$ cat src/elev_disp_pkg.sv
package elev_disp_pkg;

    localparam int ENTRIES   = 16;
    localparam int FLOORS    = 64;
    localparam int IDX_W     = $clog2(ENTRIES);
    localparam int CNT_W     = $clog2(ENTRIES + 1);
    localparam int FLOOR_W   = 6;
    localparam int CAP_W     = 4;
    localparam int TIME_W    = 16;
    localparam int CFG_IDX_W = 2;
    localparam int CFG_DAT_W = 6;

    localparam logic [FLOOR_W-1:0] FLOOR_TOP = FLOOR_W'(FLOORS - 1);
    localparam logic [CAP_W-1:0]   CAPACITY_RESET = CAP_W'(4);

    localparam logic [CFG_IDX_W-1:0] REG_CAPACITY    = CFG_IDX_W'(0);
    localparam logic [CFG_IDX_W-1:0] REG_START_FLOOR = CFG_IDX_W'(1);

    typedef logic signed [1:0] dir_t;
    localparam dir_t DIR_UP   = 2'sd1;
    localparam dir_t DIR_STOP = 2'sd0;
    localparam dir_t DIR_DOWN = -2'sd1;

    // One waiting or riding passenger.
    typedef struct packed {
        logic               riding;
        logic [FLOOR_W-1:0] floor;
        logic [FLOOR_W-1:0] target;
    } entry_t;

    // Access to the entry table for one cycle.
    typedef struct packed {
        logic             insert;
        logic             wr_en;
        logic [IDX_W-1:0] wr_idx;
        logic [IDX_W-1:0] rd_idx;
    } tbl_ctrl_t;

endpackage

$ cat src/elev_disp_table.sv
module elev_disp_table
    import elev_disp_pkg::*;
(
    input  logic      aclk,
    input  tbl_ctrl_t ctrl,
    input  entry_t    ins_entry,
    input  entry_t    wr_entry,
    output entry_t    rd_entry
);

    // Entries are kept newest first: position 0 holds the latest request.
    entry_t ent_reg [ENTRIES];

    always_ff @(posedge aclk) begin
        if (ctrl.insert) begin
            ent_reg[0] <= ins_entry;
            for (int i = 1; i < ENTRIES; i++) begin
                ent_reg[i] <= ent_reg[i-1];
            end
        end else if (ctrl.wr_en) begin
            ent_reg[ctrl.wr_idx] <= wr_entry;
        end
    end

    assign rd_entry = ent_reg[ctrl.rd_idx];

endmodule

$ cat src/elevator_dispatch_step.sv
// Single-car elevator controller. A request beat (mode 0) stores a passenger in a
// 16-entry table kept newest first, or is refused with accepted low when the table
// is full; its result is registered and the input is ready again once the result
// beat is taken. A tick beat (mode 1) moves the car one floor, advances the time,
// and then walks the stored entries one per cycle through a single compare and
// update path: boarding, alighting, compacting the table and tracking the lowest
// and highest outstanding floor all happen in that walk, which covers the 0 to 16
// stored entries; the direction is then set in ST_DIR and the result registered.
// The input is not ready while an item is in work or its result is pending.
// Writing start_floor also moves the car there at once; writes are taken any time
// but are meant for an idle block.
module elevator_dispatch_step
    import elev_disp_pkg::*;
(
    input  logic                 aclk,
    input  logic                 aresetn,

    input  logic                 cfg_valid,
    output logic                 cfg_ready,
    input  logic [CFG_IDX_W-1:0] cfg_index,
    input  logic [CFG_DAT_W-1:0] cfg_data,

    input  logic                 s_valid,
    output logic                 s_ready,
    input  logic                 s_mode,
    input  logic [FLOOR_W-1:0]   s_from_floor,
    input  logic [FLOOR_W-1:0]   s_to_floor,

    output logic                 m_valid,
    input  logic                 m_ready,
    output logic                 m_accepted,
    output logic [FLOOR_W-1:0]   m_car_floor_now,
    output logic [TIME_W-1:0]    m_time_now,
    output logic [CAP_W-1:0]     m_riders_now,
    output logic signed [1:0]    m_direction_now,
    output logic                 m_changed
);

    typedef enum logic [1:0] {
        ST_IDLE,
        ST_WALK,
        ST_DIR,
        ST_OUT
    } state_t;

    function automatic logic [FLOOR_W-1:0] clamp_floor(input logic [FLOOR_W-1:0] f);
        return (f > FLOOR_TOP) ? FLOOR_TOP : f;
    endfunction

    state_t             state_reg;
    logic [CAP_W-1:0]   capacity_reg;
    logic [FLOOR_W-1:0] car_floor_reg;
    dir_t               car_dir_reg;
    logic [CAP_W-1:0]   rider_reg;
    logic [TIME_W-1:0]  tick_reg;
    logic [CNT_W-1:0]   cnt_reg;
    logic [IDX_W-1:0]   k_reg;
    logic [CNT_W-1:0]   w_reg;
    logic [FLOOR_W-1:0] lo_reg;
    logic [FLOOR_W-1:0] hi_reg;
    logic               changed_reg;

    logic               m_valid_reg;
    logic               m_accepted_reg;
    logic               m_changed_reg;

    tbl_ctrl_t          tbl_ctrl;
    entry_t             ins_entry;
    entry_t             rd_entry;
    entry_t             upd_entry;

    logic               s_beat;
    logic               cfg_beat;
    logic               board;
    logic               alight;
    logic               last;
    logic [FLOOR_W-1:0] out_floor;
    logic [CNT_W-1:0]   w_next;
    logic [CAP_W-1:0]   rider_next;
    logic [FLOOR_W-1:0] floor_moved;
    dir_t               dir_next;

    assign s_ready   = (state_reg == ST_IDLE);
    assign cfg_ready = 1'b1;
    assign s_beat    = s_valid && s_ready;
    assign cfg_beat  = cfg_valid && cfg_ready;

    // Walk step: one entry per cycle, newest first.
    always_comb begin
        upd_entry = rd_entry;
        board  = !rd_entry.riding && (rd_entry.floor == car_floor_reg)
                 && (rider_reg < capacity_reg);
        alight = rd_entry.riding && (rd_entry.target == car_floor_reg);
        if (board) begin
            upd_entry.riding = 1'b1;
        end
        out_floor  = upd_entry.riding ? upd_entry.target : upd_entry.floor;
        w_next     = alight ? w_reg : w_reg + CNT_W'(1);
        rider_next = rider_reg;
        if (board) begin
            rider_next = rider_reg + CAP_W'(1);
        end else if (alight && rider_reg != '0) begin
            rider_next = rider_reg - CAP_W'(1);
        end
        last = ({1'b0, k_reg} == cnt_reg - CNT_W'(1));
    end

    always_comb begin
        tbl_ctrl.insert = s_beat && !s_mode && (cnt_reg != CNT_W'(ENTRIES));
        tbl_ctrl.wr_en  = (state_reg == ST_WALK) && !alight;
        tbl_ctrl.wr_idx = w_reg[IDX_W-1:0];
        tbl_ctrl.rd_idx = k_reg;
        ins_entry.riding = 1'b0;
        ins_entry.floor  = clamp_floor(s_from_floor);
        ins_entry.target = clamp_floor(s_to_floor);
    end

    always_comb begin
        floor_moved = car_floor_reg;
        if (car_dir_reg == DIR_UP && car_floor_reg < FLOOR_TOP) begin
            floor_moved = car_floor_reg + FLOOR_W'(1);
        end else if (car_dir_reg == DIR_DOWN && car_floor_reg != '0) begin
            floor_moved = car_floor_reg - FLOOR_W'(1);
        end
    end

    // A car strictly between the lowest and highest floor keeps going its way; a stopped one goes up.
    always_comb begin
        if (cnt_reg == '0) begin
            dir_next = DIR_STOP;
        end else if (car_floor_reg <= lo_reg) begin
            dir_next = DIR_UP;
        end else if (car_floor_reg >= hi_reg) begin
            dir_next = DIR_DOWN;
        end else if (car_dir_reg == DIR_STOP) begin
            dir_next = DIR_UP;
        end else begin
            dir_next = car_dir_reg;
        end
    end

    elev_disp_table u_table (
        .aclk      (aclk),
        .ctrl      (tbl_ctrl),
        .ins_entry (ins_entry),
        .wr_entry  (upd_entry),
        .rd_entry  (rd_entry)
    );

    always_ff @(posedge aclk) begin
        if (!aresetn) begin
            state_reg      <= ST_IDLE;
            capacity_reg   <= CAPACITY_RESET;
            car_floor_reg  <= clamp_floor('0);
            car_dir_reg    <= DIR_STOP;
            rider_reg      <= '0;
            tick_reg       <= '0;
            cnt_reg        <= '0;
            k_reg          <= '0;
            w_reg          <= '0;
            changed_reg    <= 1'b0;
            m_valid_reg    <= 1'b0;
            m_accepted_reg <= 1'b0;
            m_changed_reg  <= 1'b0;
        end else begin
            if (cfg_beat) begin
                unique case (cfg_index)
                    REG_CAPACITY: begin
                        capacity_reg <= cfg_data[CAP_W-1:0];
                    end
                    REG_START_FLOOR: begin
                        car_floor_reg <= clamp_floor(cfg_data);
                    end
                    default: begin
                    end
                endcase
            end

            unique case (state_reg)
                ST_IDLE: begin
                    if (s_beat) begin
                        if (!s_mode) begin
                            if (cnt_reg != CNT_W'(ENTRIES)) begin
                                cnt_reg        <= cnt_reg + CNT_W'(1);
                                m_accepted_reg <= 1'b1;
                            end else begin
                                m_accepted_reg <= 1'b0;
                            end
                            m_changed_reg <= 1'b0;
                            m_valid_reg   <= 1'b1;
                            state_reg     <= ST_OUT;
                        end else begin
                            tick_reg      <= tick_reg + TIME_W'(1);
                            car_floor_reg <= floor_moved;
                            k_reg         <= '0;
                            w_reg         <= '0;
                            lo_reg        <= '1;
                            hi_reg        <= '0;
                            changed_reg   <= 1'b0;
                            state_reg     <= (cnt_reg == '0) ? ST_DIR : ST_WALK;
                        end
                    end
                end
                ST_WALK: begin
                    rider_reg <= rider_next;
                    w_reg     <= w_next;
                    k_reg     <= k_reg + IDX_W'(1);
                    if (board || alight) begin
                        changed_reg <= 1'b1;
                    end
                    if (!alight) begin
                        if (out_floor < lo_reg) begin
                            lo_reg <= out_floor;
                        end
                        if (out_floor > hi_reg) begin
                            hi_reg <= out_floor;
                        end
                    end
                    if (last) begin
                        cnt_reg   <= w_next;
                        state_reg <= ST_DIR;
                    end
                end
                ST_DIR: begin
                    car_dir_reg    <= dir_next;
                    m_changed_reg  <= changed_reg || (dir_next != car_dir_reg);
                    m_accepted_reg <= 1'b1;
                    m_valid_reg    <= 1'b1;
                    state_reg      <= ST_OUT;
                end
                ST_OUT: begin
                    if (m_ready) begin
                        m_valid_reg <= 1'b0;
                        state_reg   <= ST_IDLE;
                    end
                end
                default: begin
                    state_reg <= ST_IDLE;
                end
            endcase
        end
    end

    assign m_valid         = m_valid_reg;
    assign m_accepted      = m_accepted_reg;
    assign m_car_floor_now = car_floor_reg;
    assign m_time_now      = tick_reg;
    assign m_riders_now    = rider_reg;
    assign m_direction_now = car_dir_reg;
    assign m_changed       = m_changed_reg;

endmodule

$ cat config.mk
export PLATFORM = sky130hd
export DESIGN_NAME = elevator_dispatch_step
export DESIGN_NICKNAME = d
export VERILOG_FILES = /design/src/elev_disp_pkg.sv /design/src/elev_disp_table.sv /design/src/elevator_dispatch_step.sv
export SDC_FILE = /design/constraint.sdc
export NUM_CORES = 1
export LEC_CHECK = 0
export BUFFER_PORTS_ARGS = -buffer_cell sky130_fd_sc_hd__buf_2
export CORE_UTILIZATION = 45
export DETAILED_ROUTE_END_ITERATION = 16
export PLACE_DENSITY_LB_ADDON = 0.12
export SLEW_MARGIN = 20
export SYNTH_ARGS = -nofsm -noshare
export SYNTH_HDL_FRONTEND = slang
export SYNTH_SLANG_ARGS = --single-unit
$ cat constraint.sdc
create_clock -name aclk -period 5.1 [get_ports aclk]
set_clock_uncertainty 0.15 [all_clocks]
set_input_delay 0.255 -clock aclk [delete_from_list [all_inputs] [get_ports aclk]]
set_output_delay 0.255 -clock aclk [all_outputs]
set_load 0.01 [all_outputs]
==> summary.md <==
| Metric | Value |
|---|---|
| Outcome | `finished clean` |
| Worst setup EP type | `flop` |
| Initial Util | `45.9%` |
| WP data required | `between 5 and 6 ns` |
| Worst path slowest cell | `mux4_2` |
| Die area | `36200 sq um` |
| Post-Syn Area | `15900 sq um` |
| Synth Flop Type | `edfxtp_1` |
| Leakage | `0.00660 uW` |
| Max Root-Sink Buffers | `3` |
| Max-Cap Viols | `0` |
| CTS Buf Count | `31` |
| Fin nets | `1361` |
| Multi-input logic area | `7640 sq um` |
| Latest clock arrival within the worst-skew pair | `0.59 ns` |
| Largest net degree at the start of global routing | `33` |
| RSZ-0062 raised after global routing | `no` |
| GRT overflow | `0` |
| Gate Count Post-Synth | `1186` |
| Buf/Inv on CP | `2` |
| Sequential cell fraction of total power | `about two fifths` |
| DRT antenna net count | `0` |
| Clk pwr share | `a little over a quarter` |
| Crit-path max cell delay | `0.51 ns` |
| Fmax | `around 0.21 GHz` |
| # port buffers | `57` |
| Chip Height | `190 microns` |
| Clock Root Buffer | `clkbuf_16` |
| Setup violations, final | `0` |
| GRT Overall Usage | `between 20% and 30%` |
| Comb pwr share | `between 30% and 40%` |
| Vias per inst | `just under 6` |
| Min cycle time layout | `between 4 and 5 ns` |
| First-pass DRT Iterations | `5` |
| Die X | `190 microns` |
| Vias in the first global route | `10200` |
| Worst rel slew slack | `41.2%` |
| Async SR Flop Fraction | `0%` |
| Clock-pin slew on the worst setup and hold paths | `about 0.06 ns` |
| Critical Path AT | `between 4 and 5 ns` |
| Pwr Density | `426 nW/um^2` |
| Net Sw Frac | `35.4%` |
| Startpoint Class | `flop` |
| Post-synthesis sequential element count | `between 200 and 300` |
| Cell mode on critical path | `mux2i_1` |
| Finished Core Util | `52.0%` |
| Crit-path max FO | `10` |
| Setup_tns | `0 ns` |
| Worst-path cell chain | `buf_4 > mux4_2 > mux2i_1 > mux2i_1 > xor2_1 > a2111oi_2 > a21bo_2 > mux2i_1 > inv_1 > ha_1 > nor2b_1 > o21a_1 > o21ai_0 > nand2b_1 > a21oi_1 > nor2b_1 > o221ai_1 > a211oi_4` |
| Synth-to-layout area growth | `13.1%` |
| Max reg flops | `208` |
| Seq/Total Area, Yosys | `around half` |
| Reg2reg setup slack | `about 0.35 ns` |
| Area leader, netlist | `edfxtp_1` |
| First-pass GRT wire length | `67100 microns` |
| Synthesis warning total | `0` |
| Syn_nets | `1259` |
| Internal Power | `4960 uW` |
| Initial antenna violation count | `0` |
| # fillers | `3038` |
| Slew @ Worst Pin | `between 0.8 and 0.9 ns` |
| Most common cell after layout, fill and taps aside | `edfxtp_1` |
| Antenna Cells | `0` |
| Average wire per standard cell | `25.7 microns` |
| Drt drc | `0` |
| FP Rows | `68` |
| H-tree depth reported by CTS | `1` |
| Vias | `10500` |
| Final RePlAce weighted congestion | `0.861` |
| Routed wire length | `45500 microns` |
| Crit Path Class | `flop to flop` |
| Final Hold Vio Count | `0` |
| Fin crit share | `93.1%` |
| Fraction of layout cells with a size suffix above 1 | `approximately a third` |
| Clock sink count | `276` |
| Hpwl dp | `32000 microns` |
| Initial DRC count | `around 740` |
| Critical path's top delay family | `compound AO/OA/AOI/OAI gates` |
| CTS tree | `built` |
| Worst ir drop on vdd | `0.313 mV` |
| Post-synth cell types | `76` |
| HP Class | `primary input to flop` |
| Commonest cells after routing, fill and taps aside | `220 x edfxtp_1, 141 x mux2_2, 72 x mux2_4` |
| Sw power | `about 2700 uW` |
| Power, Total | `7680 uW` |
| Largest cells by area after synthesis | `edfxtp_1 41%, mux2_2 10%, dfxtp_1 7.0%, mux2_4 6.8%, mux4_2 4.8%` |
| Core Region | `between 30000 and 40000 sq um` |
| Reg area | `7740 sq um` |
| Mapped Avg Cell Area | `13.4 sq um` |
| Number of flops mapped to enable cells by yosys | `220` |
| Max Slew Vio Count | `0` |
| # IOs | `59` |
| Top-area cell type share of the netlist area | `41.4%` |
==> repair_timing <==
action,in CTS,in global routing
setup buffers,0,1
resized for setup,0,8
hold buffers,26,0
hold endpoints to repair,32,0
endpoints found under the setup margin,6,12
pin swaps,1,0
==> final timing paths <==
path | start | to | depth (start not counted)
worst max register to register | flop | hi_reg[3] | 18
worst min-delay path | s_valid | m_accepted | 4
worst min register to register | m_valid | m_valid | 2
worst max-delay path | flop | hi_reg[3] | 18
==> worst reg2reg max path: cells and delay by family, from the launching register on <==
family	cells	cell delay [ns]
AOI/OAI and AO/OA	7	1.53
adders and majority gates	1	0.31
and+or+nand+nor	3	0.35
DFF	1	0.45
xor gates and xnor gates	1	0.18
muxes	4	1.09
buffers and inverters	2	0.34
==> cells by family after synthesis <==
family	share of synthesized area, %
xor gates and xnor gates	2.09
adders and majority gates	3.78
DFF	48.5
AOI/OAI and AO/OA	6.32
other	0.0235
and+or+nand+nor	9.44
buffers and inverters	3.87
muxes	26.0
==> area by class of cell <==
| cell class | count | share of cell area, % |
|---|---|---|
| clock buffer | 38 | 4.45 |
| clock inverter | 19 | 0.604 |
| inverter | 34 | 0.708 |
| multi-input combinational | 795 | 42.4 |
| sequential | 276 | 42.9 |
| tap | 455 | 3.16 |
| timing repair buffer | 150 | 5.81 |
==> stage by stage <==
stage | worst slack [ns] | hold slack [ns] | area [sq um] | std cells
finish | 0.352 | 0.0288 | 18000 | 1767
CTS | 0.0196 | 0.00653 | 18000 | 1766
global placement | 0.113 | 0.312 | 16800 | 1683
global route | 0.0259 | 0.0488 | 18000 | 1767
floorplan | 0.0987 | 0.243 | 16000 | 1186
detailed placement | 0.00149 | 0.329 | 16800 | 1683
==> synthesized netlist by cell type (all sizes together), types with 3 or more instances <==
cell and count:
nand2 59, edfxtp 220, o21ai 22, nor2 67, ha 45, a2111oi 3
or2 14, a21oi 40, buf 40, a221oi 9, nor4 14, nor2b 11
nor3 9, a31oi 8, and3 8, inv 32, a21boi 3, nand2b 14
mux4 41, xor2 24, nand4b 3, a211oi 7, clkbuf 41, xnor2 14
and2 5, a22o 4, nand3 25, o21a 3, mux2 213, nand4 10
dfxtp 56, a21o 15, and4 4, o21bai 3, a22oi 10, mux2i 53
o22ai 6
==> per-layer routing <==
| metal | global-route usage, % | vias to the layer above | part of all wire [%] |
|---|---|---|---|
| met5 | 0 | - | 0 |
| met4 | 6.77 | 0 | 2.9 |
| met3 | 3.92 | 76 | 5.6 |
| met2 | 41.6 | 358 | 47 |
| met1 | 34.9 | 5348 | 45 |
| li1 | - | 4737 | - |
==> power groups by stage <==
stage                     logic [uW]  registers, uW  clock network (uW)
after CTS                       2520           3050                2100
final                           2550           3050                2070
after floorplan                 1680           3000                   0
after global placement          2470           3090                   0
after global routing            2770           3080                2180
after detailed placement        2500           3090                   0
(Power assumes the default switching activity.)
